$ cat config.mk
export PLATFORM = sky130hd
export DESIGN_NAME = windowed_tick_rate_meter_core_flat
export DESIGN_NICKNAME = d
export VERILOG_FILES = /design/src/hdl/wtr_pkg.sv /design/src/hdl/wtr_if.sv /design/src/hdl/wtr_div.sv /design/src/hdl/windowed_tick_rate_meter_core.sv /design/src/flat_wrapper.sv
export SDC_FILE = /design/constraint.sdc
export NUM_CORES = 2
export LEC_CHECK = 0
export BUFFER_PORTS_ARGS = -buffer_cell sky130_fd_sc_hd__buf_2
export CAP_MARGIN = 20
export CORE_ASPECT_RATIO = 1.25
export CORE_MARGIN = 3
export CORE_UTILIZATION = 30
export CTS_CLUSTER_DIAMETER = 200
export CTS_CLUSTER_SIZE = 8
export DETAILED_ROUTE_END_ITERATION = 16
export GPL_ROUTABILITY_DRIVEN = 0
export GPL_TIMING_DRIVEN = 1
export PLACE_DENSITY = 0.53
export SYNTH_ARGS = -nofsm -noshare
export SYNTH_HDL_FRONTEND = slang
export SYNTH_HIERARCHICAL = 1
export SYNTH_SLANG_ARGS = --single-unit
$ cat constraint.sdc
create_clock -name clk -period 12.8 [get_ports clk]
set_input_delay 2.56 -clock clk [delete_from_list [all_inputs] [get_ports clk]]
set_output_delay 2.56 -clock clk [all_outputs]
set_load 0.03 [all_outputs]
$ cat src/hdl/wtr_pkg.sv
// ----------------------------------------------------------------------------
// wtr_pkg: shared types and constants of the windowed tick rate meter
// Field widths, register indexes, reset values and sequencer states.
// ----------------------------------------------------------------------------
package wtr_pkg;

	// result field widths
	localparam int AVG_W   = 40;
	localparam int RATE_W  = 48;
	localparam int COUNT_W = 5;

	// fixed point scaling of the results
	localparam int AVG_FRAC  = 8;
	localparam int RATE_FRAC = 16;

	// configuration registers
	localparam int WLEN_W     = 5;
	localparam int TB_W       = 30;
	localparam int CFG_IDX_W  = 2;
	localparam int CFG_DATA_W = 30;

	localparam logic [CFG_IDX_W-1:0] CFG_WINDOW_LENGTH = 2'd0;
	localparam logic [CFG_IDX_W-1:0] CFG_TIMEBASE_HZ   = 2'd1;

	localparam logic [WLEN_W-1:0] WLEN_RESET = 5'd10;
	localparam logic [TB_W-1:0]   TB_RESET   = 30'd1000000;

	localparam logic [RATE_W-1:0] RATE_MAX = '1;

	typedef enum logic [2:0] {
		ST_IDLE,
		ST_STORE,
		ST_RING,
		ST_MUL,
		ST_DIV_AVG,
		ST_DIV_RATE,
		ST_OUT
	} st_t;

endpackage

$ cat src/hdl/wtr_if.sv
// ----------------------------------------------------------------------------
// wtr_if: request channels of the windowed tick rate meter
// Tick channel (timestamp in) and result channel (averages out).
// ----------------------------------------------------------------------------
interface wtr_tick_if #(
	parameter int TIME_WIDTH = 32
);
	logic                  valid;
	logic                  ready;
	logic [TIME_WIDTH-1:0] timestamp;

	modport source (output valid, output timestamp, input ready);
	modport sink   (input valid, input timestamp, output ready);
endinterface

interface wtr_result_if;
	import wtr_pkg::*;

	logic               valid;
	logic               ready;
	logic               average_valid;
	logic [AVG_W-1:0]   average_interval;
	logic [RATE_W-1:0]  event_rate;
	logic [COUNT_W-1:0] interval_count;

	modport source (
		output valid, output average_valid, output average_interval,
		output event_rate, output interval_count, input ready
	);
	modport sink (
		input valid, input average_valid, input average_interval,
		input event_rate, input interval_count, output ready
	);
endinterface

$ cat src/hdl/wtr_div.sv
// ----------------------------------------------------------------------------
// wtr_div: shared restoring divider
// One quotient bit per cycle, done pulses once.
// ----------------------------------------------------------------------------
module wtr_div #(
	parameter int DVD_W = 52,
	parameter int DVS_W = 36
) (
	input  logic             clk,
	input  logic             arst_n,
	input  logic             start,
	input  logic [DVD_W-1:0] dividend,
	input  logic [DVS_W-1:0] divisor,
	output logic             busy,
	output logic             done,
	output logic [DVD_W-1:0] quotient
);
	localparam int STEP_W = $clog2(DVD_W + 1);

	logic              busy_q;
	logic              done_q;
	logic [STEP_W-1:0] step_q;
	logic [DVD_W-1:0]  quo_q;
	logic [DVS_W-1:0]  rem_q;
	logic [DVS_W-1:0]  dvs_q;

	logic [DVS_W:0] trial;
	logic [DVS_W:0] diff;
	logic           ge;

	// shift the next dividend bit into the partial remainder
	assign trial = {rem_q, quo_q[DVD_W-1]};
	assign diff  = trial - {1'b0, dvs_q};
	assign ge    = trial >= {1'b0, dvs_q};

	always_ff @(posedge clk or negedge arst_n) begin
		if (!arst_n) begin
			busy_q <= 1'b0;
			done_q <= 1'b0;
			step_q <= '0;
		end else begin
			done_q <= 1'b0;
			if (start) begin
				busy_q <= 1'b1;
				step_q <= STEP_W'(DVD_W);
			end else if (busy_q) begin
				step_q <= step_q - 1'b1;
				if (step_q == STEP_W'(1)) begin
					busy_q <= 1'b0;
					done_q <= 1'b1;
				end
			end
		end
	end

	always_ff @(posedge clk) begin
		if (start) begin
			quo_q <= dividend;
			rem_q <= '0;
			dvs_q <= divisor;
		end else if (busy_q) begin
			rem_q <= ge ? diff[DVS_W-1:0] : trial[DVS_W-1:0];
			quo_q <= {quo_q[DVD_W-2:0], ge};
		end
	end

	assign busy     = busy_q;
	assign done     = done_q;
	assign quotient = quo_q;

	a_start_idle: assert property (@(posedge clk) disable iff (!arst_n)
		start |-> !busy_q)
		else $error("divider started while busy");

	a_done_after_busy: assert property (@(posedge clk) disable iff (!arst_n)
		done_q |-> $past(busy_q) && !busy_q)
		else $error("divider done without a running division");

	a_rem_bound: assert property (@(posedge clk) disable iff (!arst_n)
		(busy_q && dvs_q != '0) |-> rem_q < dvs_q)
		else $error("partial remainder not below divisor");

endmodule

$ cat src/hdl/windowed_tick_rate_meter_core.sv
// ----------------------------------------------------------------------------
// windowed_tick_rate_meter_core: moving average interval and event rate
// Stores tick intervals in a window ring, keeps their running sum, and per
// tick reports mean interval (Q32.8) and events per second (Q32.16).
// ----------------------------------------------------------------------------
//  channel  | dir | handshake    | payload
//  ---------+-----+--------------+------------------------------------------
//  tick     | in  | valid/ready  | timestamp
//  result   | out | valid/ready  | average_valid, average_interval,
//           |     |              | event_rate, interval_count
//  cfg      | in  | cfg_we only  | cfg_index, cfg_data (no back-pressure)
//
//  A tick passes the store state, the ring state once the window ring
//  turns over, the multiply state, the average and rate divisions on the
//  shared one-bit-per-cycle divider, and the output state. A zero window
//  sum skips the rate division, a tick with no stored interval skips both.
//  Reset clears the sequencer, the fill count, ring pointer and sum, and
//  loads the config registers with their reset values; the interval
//  memory is not cleared, no clearing pass. tick.ready is high only
//  while the sequencer is idle. A finished result sits in the output
//  register, so the next tick is taken while it waits.
// ----------------------------------------------------------------------------
module windowed_tick_rate_meter_core #(
	parameter int WINDOW_DEPTH = 16,
	parameter int TIME_WIDTH   = 32
) (
	input  logic                           clk,
	input  logic                           arst_n,
	input  logic                           cfg_we,
	input  logic [wtr_pkg::CFG_IDX_W-1:0]  cfg_index,
	input  logic [wtr_pkg::CFG_DATA_W-1:0] cfg_data,
	wtr_tick_if.sink                       tick,
	wtr_result_if.source                   result
);
	import wtr_pkg::*;

	// storage and arithmetic widths
	localparam int IDX_W   = (WINDOW_DEPTH > 1) ? $clog2(WINDOW_DEPTH) : 1;
	localparam int CNT_W   = $clog2(WINDOW_DEPTH + 1);
	localparam int SUM_W   = TIME_WIDTH + IDX_W;
	localparam int MUL_W   = TB_W + CNT_W;
	localparam int LEN_W   = (CNT_W > WLEN_W) ? CNT_W : WLEN_W;
	localparam int AVGN_W  = SUM_W + AVG_FRAC;
	localparam int RATEN_W = ((MUL_W + RATE_FRAC > SUM_W) ? MUL_W + RATE_FRAC : SUM_W) + 1;
	localparam int DVD_W   = (AVGN_W > RATEN_W) ? AVGN_W : RATEN_W;

	// config registers
	logic [WLEN_W-1:0] wlen_q;
	logic [TB_W-1:0]   tb_q;

	// window state
	logic                  seen_q;
	logic                  have_delta_q;
	logic [TIME_WIDTH-1:0] prev_q;
	logic [TIME_WIDTH-1:0] delta_q;
	logic [CNT_W-1:0]      fill_q;
	logic [IDX_W-1:0]      ring_q;
	logic [SUM_W-1:0]      sum_q;

	// interval memory, undefined until written
	logic [TIME_WIDTH-1:0] mem [WINDOW_DEPTH];
	logic [TIME_WIDTH-1:0] rd_q;

	// intermediate results
	logic [MUL_W-1:0]  mul_q;
	logic [AVG_W-1:0]  avg_q;
	logic [RATE_W-1:0] rate_q;

	// output register
	logic               res_valid_q;
	logic               res_avg_valid_q;
	logic [AVG_W-1:0]   res_avg_q;
	logic [RATE_W-1:0]  res_rate_q;
	logic [COUNT_W-1:0] res_cnt_q;

	st_t state_q, state_d;

	// sequencer controls
	logic             tick_ready;
	logic             fill_wr;
	logic             ring_rd;
	logic             ring_wr;
	logic             mul_load;
	logic             res_clear;
	logic             div_start;
	logic             div_rate_sel;
	logic             avg_load;
	logic             rate_load;
	logic             rate_sat_load;
	logic             out_load;

	// derived window signals
	logic [LEN_W-1:0] wlen_ext;
	logic [LEN_W-1:0] eff_len;
	logic             fill_lt;
	logic [CNT_W-1:0] ring_ext;
	logic [CNT_W-1:0] slot;
	logic [CNT_W-1:0] slot_inc;
	logic [IDX_W-1:0] ring_next;
	logic             tick_acc;
	logic             out_free;

	// divider hookup
	logic [DVD_W-1:0] div_dividend;
	logic [SUM_W-1:0] div_divisor;
	logic             div_busy;
	logic             div_done;
	logic [DVD_W-1:0] div_quot;
	logic             rate_over;

	assign tick_acc = tick.valid && tick_ready;
	assign out_free = !res_valid_q || result.ready;

	// window length clamped to 1..WINDOW_DEPTH
	always_comb begin
		wlen_ext = LEN_W'(wlen_q);
		eff_len  = wlen_ext;
		if (wlen_ext == '0) begin
			eff_len = LEN_W'(1);
		end else if (wlen_ext > LEN_W'(WINDOW_DEPTH)) begin
			eff_len = LEN_W'(WINDOW_DEPTH);
		end
	end

	assign fill_lt = LEN_W'(fill_q) < eff_len;

	// ring slot: a pointer past the fill count (window shrunk) wraps to 0
	assign ring_ext  = CNT_W'(ring_q);
	assign slot      = (ring_ext >= fill_q) ? '0 : ring_ext;
	assign slot_inc  = slot + 1'b1;
	assign ring_next = (slot_inc >= fill_q) ? '0 : slot_inc[IDX_W-1:0];

	// config writes
	always_ff @(posedge clk or negedge arst_n) begin
		if (!arst_n) begin
			wlen_q <= WLEN_RESET;
			tb_q   <= TB_RESET;
		end else if (cfg_we) begin
			case (cfg_index)
				CFG_WINDOW_LENGTH: wlen_q <= cfg_data[WLEN_W-1:0];
				CFG_TIMEBASE_HZ:   tb_q   <= cfg_data[TB_W-1:0];
				default:           ;
			endcase
		end
	end

	// next state
	always_comb begin
		state_d = state_q;
		case (state_q)
			ST_IDLE: begin
				if (tick.valid) begin
					state_d = ST_STORE;
				end
			end
			ST_STORE: begin
				state_d = (have_delta_q && !fill_lt) ? ST_RING : ST_MUL;
			end
			ST_RING: begin
				state_d = ST_MUL;
			end
			ST_MUL: begin
				state_d = (fill_q == '0) ? ST_OUT : ST_DIV_AVG;
			end
			ST_DIV_AVG: begin
				if (div_done) begin
					state_d = (sum_q == '0) ? ST_OUT : ST_DIV_RATE;
				end
			end
			ST_DIV_RATE: begin
				if (div_done) begin
					state_d = ST_OUT;
				end
			end
			ST_OUT: begin
				if (out_free) begin
					state_d = ST_IDLE;
				end
			end
			default: state_d = ST_IDLE;
		endcase
	end

	// controls
	always_comb begin
		tick_ready    = 1'b0;
		fill_wr       = 1'b0;
		ring_rd       = 1'b0;
		ring_wr       = 1'b0;
		mul_load      = 1'b0;
		res_clear     = 1'b0;
		div_start     = 1'b0;
		div_rate_sel  = 1'b0;
		avg_load      = 1'b0;
		rate_load     = 1'b0;
		rate_sat_load = 1'b0;
		out_load      = 1'b0;
		case (state_q)
			ST_IDLE: tick_ready = 1'b1;
			ST_STORE: begin
				fill_wr = have_delta_q && fill_lt;
				ring_rd = have_delta_q && !fill_lt;
			end
			ST_RING: ring_wr = 1'b1;
			ST_MUL: begin
				mul_load  = 1'b1;
				res_clear = (fill_q == '0);
				div_start = (fill_q != '0);
			end
			ST_DIV_AVG: begin
				if (div_done) begin
					avg_load      = 1'b1;
					rate_sat_load = (sum_q == '0);
					div_start     = (sum_q != '0);
					div_rate_sel  = 1'b1;
				end
			end
			ST_DIV_RATE: rate_load = div_done;
			ST_OUT:      out_load  = out_free;
			default:     ;
		endcase
	end

	always_ff @(posedge clk or negedge arst_n) begin
		if (!arst_n) begin
			state_q <= ST_IDLE;
		end else begin
			state_q <= state_d;
		end
	end

	// window bookkeeping
	always_ff @(posedge clk or negedge arst_n) begin
		if (!arst_n) begin
			seen_q       <= 1'b0;
			have_delta_q <= 1'b0;
			prev_q       <= '0;
			fill_q       <= '0;
			ring_q       <= '0;
			sum_q        <= '0;
		end else begin
			if (tick_acc) begin
				// first tick after reset only records its time
				have_delta_q <= seen_q;
				seen_q       <= 1'b1;
				prev_q       <= tick.timestamp;
			end
			if (fill_wr) begin
				fill_q <= fill_q + 1'b1;
				sum_q  <= sum_q + SUM_W'(delta_q);
			end
			if (ring_wr) begin
				// replace the oldest interval in the running sum
				sum_q  <= sum_q + SUM_W'(delta_q) - SUM_W'(rd_q);
				ring_q <= ring_next;
			end
		end
	end

	// interval wraps modulo 2^TIME_WIDTH by width
	always_ff @(posedge clk) begin
		if (tick_acc) begin
			delta_q <= tick.timestamp - prev_q;
		end
	end

	// interval memory: one write port, one registered read port
	always_ff @(posedge clk) begin
		if (fill_wr) begin
			mem[fill_q[IDX_W-1:0]] <= delta_q;
		end else if (ring_wr) begin
			mem[slot[IDX_W-1:0]] <= delta_q;
		end
		if (ring_rd) begin
			rd_q <= mem[slot[IDX_W-1:0]];
		end
	end

	// operand select for the shared divider
	always_comb begin
		if (div_rate_sel) begin
			// (timebase * count * 2^16 + sum/2) / sum
			div_dividend = (DVD_W'(mul_q) << RATE_FRAC) + DVD_W'(sum_q >> 1);
			div_divisor  = sum_q;
		end else begin
			// (sum * 2^8 + count/2) / count
			div_dividend = (DVD_W'(sum_q) << AVG_FRAC) + DVD_W'(fill_q >> 1);
			div_divisor  = SUM_W'(fill_q);
		end
	end

	wtr_div #(
		.DVD_W (DVD_W),
		.DVS_W (SUM_W)
	) u_div (
		.clk      (clk),
		.arst_n   (arst_n),
		.start    (div_start),
		.dividend (div_dividend),
		.divisor  (div_divisor),
		.busy     (div_busy),
		.done     (div_done),
		.quotient (div_quot)
	);

	assign rate_over = div_quot > DVD_W'(RATE_MAX);

	// per-tick arithmetic results
	always_ff @(posedge clk) begin
		if (mul_load) begin
			mul_q <= MUL_W'(tb_q) * MUL_W'(fill_q);
		end
		if (res_clear) begin
			avg_q  <= '0;
			rate_q <= '0;
		end
		if (avg_load) begin
			avg_q <= div_quot[AVG_W-1:0];
		end
		if (rate_sat_load) begin
			rate_q <= RATE_MAX;
		end
		if (rate_load) begin
			rate_q <= rate_over ? RATE_MAX : RATE_W'(div_quot);
		end
	end

	// output register
	always_ff @(posedge clk or negedge arst_n) begin
		if (!arst_n) begin
			res_valid_q <= 1'b0;
		end else if (out_load) begin
			res_valid_q <= 1'b1;
		end else if (result.ready) begin
			res_valid_q <= 1'b0;
		end
	end

	always_ff @(posedge clk) begin
		if (out_load) begin
			res_avg_valid_q <= (fill_q != '0);
			res_avg_q       <= avg_q;
			res_rate_q      <= rate_q;
			res_cnt_q       <= COUNT_W'(fill_q);
		end
	end

	assign tick.ready              = tick_ready;
	assign result.valid            = res_valid_q;
	assign result.average_valid    = res_avg_valid_q;
	assign result.average_interval = res_avg_q;
	assign result.event_rate       = res_rate_q;
	assign result.interval_count   = res_cnt_q;

	a_fill_bound: assert property (@(posedge clk) disable iff (!arst_n)
		fill_q <= CNT_W'(WINDOW_DEPTH))
		else $error("fill count beyond window depth");

	a_ring_in_fill: assert property (@(posedge clk) disable iff (!arst_n)
		(fill_q == '0) || (ring_ext < fill_q))
		else $error("ring pointer outside stored entries");

	a_empty_sum: assert property (@(posedge clk) disable iff (!arst_n)
		(fill_q == '0) |-> (sum_q == '0))
		else $error("nonzero sum with empty window");

	a_div_idle_on_tick: assert property (@(posedge clk) disable iff (!arst_n)
		tick_acc |-> !div_busy && !div_done)
		else $error("tick taken while a division is running");

endmodule
$ cat src/flat_wrapper.sv
// flat-port wrapper written by rule: the top's interface ports become plain ports
module windowed_tick_rate_meter_core_flat import wtr_pkg::*;
#(
	parameter int WINDOW_DEPTH = 16,
	parameter int TIME_WIDTH   = 32
)
  (clk, arst_n, cfg_we, cfg_index, cfg_data, tick_valid, tick_timestamp, tick_ready, result_valid, result_average_valid, result_average_interval, result_event_rate, result_interval_count, result_ready);
  wtr_tick_if #(.TIME_WIDTH(TIME_WIDTH)) tick_i ();
  wtr_result_if result_i ();
  input  logic clk;
  input  logic arst_n;
  input  logic cfg_we;
  input  logic [wtr_pkg::CFG_IDX_W-1:0] cfg_index;
  input  logic [wtr_pkg::CFG_DATA_W-1:0] cfg_data;
  input wire logic [$bits(tick_i.valid)-1:0] tick_valid;
  input wire logic [$bits(tick_i.timestamp)-1:0] tick_timestamp;
  output wire logic [$bits(tick_i.ready)-1:0] tick_ready;
  output wire logic [$bits(result_i.valid)-1:0] result_valid;
  output wire logic [$bits(result_i.average_valid)-1:0] result_average_valid;
  output wire logic [$bits(result_i.average_interval)-1:0] result_average_interval;
  output wire logic [$bits(result_i.event_rate)-1:0] result_event_rate;
  output wire logic [$bits(result_i.interval_count)-1:0] result_interval_count;
  input wire logic [$bits(result_i.ready)-1:0] result_ready;
  assign tick_i.valid = tick_valid;
  assign tick_i.timestamp = tick_timestamp;
  assign tick_ready = tick_i.ready;
  assign result_valid = result_i.valid;
  assign result_average_valid = result_i.average_valid;
  assign result_average_interval = result_i.average_interval;
  assign result_event_rate = result_i.event_rate;
  assign result_interval_count = result_i.interval_count;
  assign result_i.ready = result_ready;
  windowed_tick_rate_meter_core #(.WINDOW_DEPTH(WINDOW_DEPTH), .TIME_WIDTH(TIME_WIDTH)) u_core (.clk(clk), .arst_n(arst_n), .cfg_we(cfg_we), .cfg_index(cfg_index), .cfg_data(cfg_data), .tick(tick_i), .result(result_i));
endmodule
==> qor.yml <==
fill_cells: 17260
rows: 171
clk_pin_slew_ns: 0.05
cts_resized: 0
finalCritPeriodShare_pct: 42.98
num_vias: 34670
whs_ns: 0.3929
detail-route-antenna-nets: 0
wl_um: 136200
ys_ff_latch: 1043
port-buffer-count: 164
synthFlopType: "edfxtp_1"
max_stage_delay_ns: 0.60
viasPerCell: 4.906
area_delta_synth_final_pct: 15.44
synth_enable_flop_cells: 881
die-area_sq_um: 181700
criticalPathCategory: "reg -> reg"
detailedPlace.worstSlack_ns: 6.937
clk_path_buf_depth: 3
post_synth_num_cell_types: 97
cts_tree: "yes"
finalSetupViolCount: 0
cts.htree.levels: 4
ir_drop_mv: 0.1424
drive_above_1_share_pct: 13.43
numCtsBuffers: 148
outcome: "complete, no violations"
tightest_slew_ns: 1.124
ctsHoldBuffers: 0
antenna_found_initial: 9
worstPathCellList: "ha_1 > fa_1 > a211oi_1 > o21ai_1 > and2_1 > a2111o_1 > a21oi_2 > o21bai_1 > xor2_1 > ha_1 > a21o_1 > a21o_1 > a211oi_1 > nand2_1 > o32ai_1 > a21oi_1 > nand2_1 > nand4_1 > a31oi_1 > xor2_1"
wl_per_cell_um: 19.27
yosysWarnings: 6
power.density_nw_per_um2: 274.2
first_pass_iters: 6
grt_max_degree: 121
synthCells: 4457
worstSetupStartpointType: "flop"
fin_ws_ns: 7.299
rsz0062_at_grt: "false"
mostFrequentLayoutCell: "edfxtp_1"
min_path_type: "reg -> reg"
fin_tns_setup_ns: 0
core_area_sq_um: 174600
drt_iter0_markers: 2555
grt_overflow_total: 0
finClkSkew_ns: 0.05953
drv_cap: 0
clk_latency_ns: 0.80
critPathMaxFanout: 17
final_nets: 5008
synth_fp_nets: 4826
relSlewSlack_pct: 24.72
grt.total_usage_pct: 14.79
hold_viol: 0
worstPathArrival_ns: 6.18
clock-sinks: 1043
initial_core_util_pct: 30.35
syn_avg_cell_area_sq_um: 11.89
cpMaxStageDelayCell: "edfxtp_1"
min_period_ns: 5.501
die_x_um: 381.9
p_leak_nw: 23.26
p_total_mw: 16.77
yosysSeqAreaShare_pct: 57.26
cts_setup_buffers: 0
syn_area_sq_um: 52990
hpwlAfterDp_um: 89590
grt_pass1_vias: 34620
worst_setup_path_end_kind: "flop"
async_reset_ff_share_pct: 12.08
required_ns: 13.48
die_h_um: 475.9
timing.fmax_mhz: 181.8
num_io_pins: 165
cts-root-buf: "clkbuf_16"
route.detailed.drc: 0
layout_common_cells: "edfxtp_1, nand2_1, inv_1"
drv_slew: 0
grt_pass1_wl_um: 209100
==> final cells by class <==
type	count	area [sq um]	area share (%)
repair buffers	232	1408	2.301
multi-input cells	2963	21130	34.54
inverters	251	942.2	1.540
well taps	2335	2922	4.776
diodes	5	12.51	0.02046
clock inverters	16	424.2	0.6934
clock buffers	223	3985	6.515
flip-flops and latches	1043	30350	49.61
==> power by group <==
group / internal [mW] / total, mW / switching, mW / leakage, nW
Clock: 2.16 / 3.68 / 1.52 / 2.08
Sequential: 4.74 / 5.37 / 0.638 / 9.88
Combinational: 3.04 / 7.71 / 4.67 / 11.3
==> cells by family after synthesis <==
| logic type | after synthesis | share of synthesized area, % |
|---|---|---|
| AO/OA/AOI/OAI | 830 | 10.25 |
| XOR/XNOR | 179 | 2.959 |
| adder cells (fa/ha/maj) | 300 | 8.345 |
| buffers and inverters | 451 | 3.270 |
| flip-flops | 1043 | 57.26 |
| multiplexers | 228 | 5.358 |
| AND/OR/NAND/NOR | 1426 | 12.56 |
==> metal layers <==
layer / up-vias / track usage [%] / routed length (um)
met5: - / 0 / 19
met4: 4 / 3.952 / 2804
met3: 197 / 2.676 / 7162
met2: 821 / 24.64 / 65010
met1: 17150 / 19.83 / 61170
li1: 16500 / - / -
==> per-stage QoR <==
step           util, %  instance area (sq um)  instances
2_1_floorplan        -                  52990       4457
3_3_place_gp     32.45                  56650       6819
3_5_place_dp     32.46                  56680       6821
4_1_cts          34.99                  61090       7060
5_1_grt          35.03                  61160       7064
6_report         35.04                  61170       7068
==> cells in the mapped netlist (71+ instances only) <==
library cell  instances  area (sq um)
a211oi_1             71         533.0
a21o_1               94         705.7
a21oi_1             170         850.8
a31oi_1              91         569.3
and2_1              181          1132
clkbuf_1            168         630.6
dfrtp_1             117          2928
edfxtp_1            881         26460
fa_1                 89          1782
ha_1                211          2640
inv_1               249         934.7
mux2_2              125          1408
mux2i_1              71         710.7
nand2_1             563          2113
nand3_1             239          1196
nor2_1              230         863.3
o21a_1               75         563.0
o21ai_0             148         740.7
xnor2_1             115          1007
==> sequential cells by signal, summed over array words and instances (netlist names), 3 cells and up <==
name and flops:
u_core/wlen_ext 5, u_core/state_q 3, u_core/sum_q 36, u_core/mul_q 35, u_core/u_div/step_q 6, u_core/result.event_rate 48, u_core/mem 512, u_core/rd_q 32
u_core/avg_q 40, u_core/result.average_interval 40, u_core/result.interval_count 5, u_core/u_div/quotient 52, u_core/ring_q 4, u_core/prev_q 32, u_core/rate_q 48, u_core/fill_q 5
u_core/u_div/rem_q 36, u_core/u_div/dvs_q 36, u_core/delta_q 32, u_core/tb_q 30
==> worst max-delay path: cells and delay by family (launching register included) <==
kind,cells,cell delay (ns)
fa+ha+maj,3,1.16
xor+xnor,2,0.35
simple gates,4,0.59
flops,1,0.60
compound gates,11,2.69
==> path summary, 6_finish.rpt <==
path,from,endpoint,slack [ns],cells past startpoint
setup / recovery,u_core/delta_q[0],u_core/sum_q[34],7.30,20
hold / removal,u_core/avg_q[35],u_core/result.average_interval[35],0.39,0
setup reg to reg,u_core/delta_q[0],u_core/sum_q[34],7.30,20
hold reg to reg,u_core/avg_q[35],u_core/result.average_interval[35],0.39,0
max in group asynchronous,arst_n,u_core/sum_q[10],9.62,2
min in group asynchronous,arst_n,u_core/tb_q[23],1.78,1
Power figures use the tool's default switching activity.
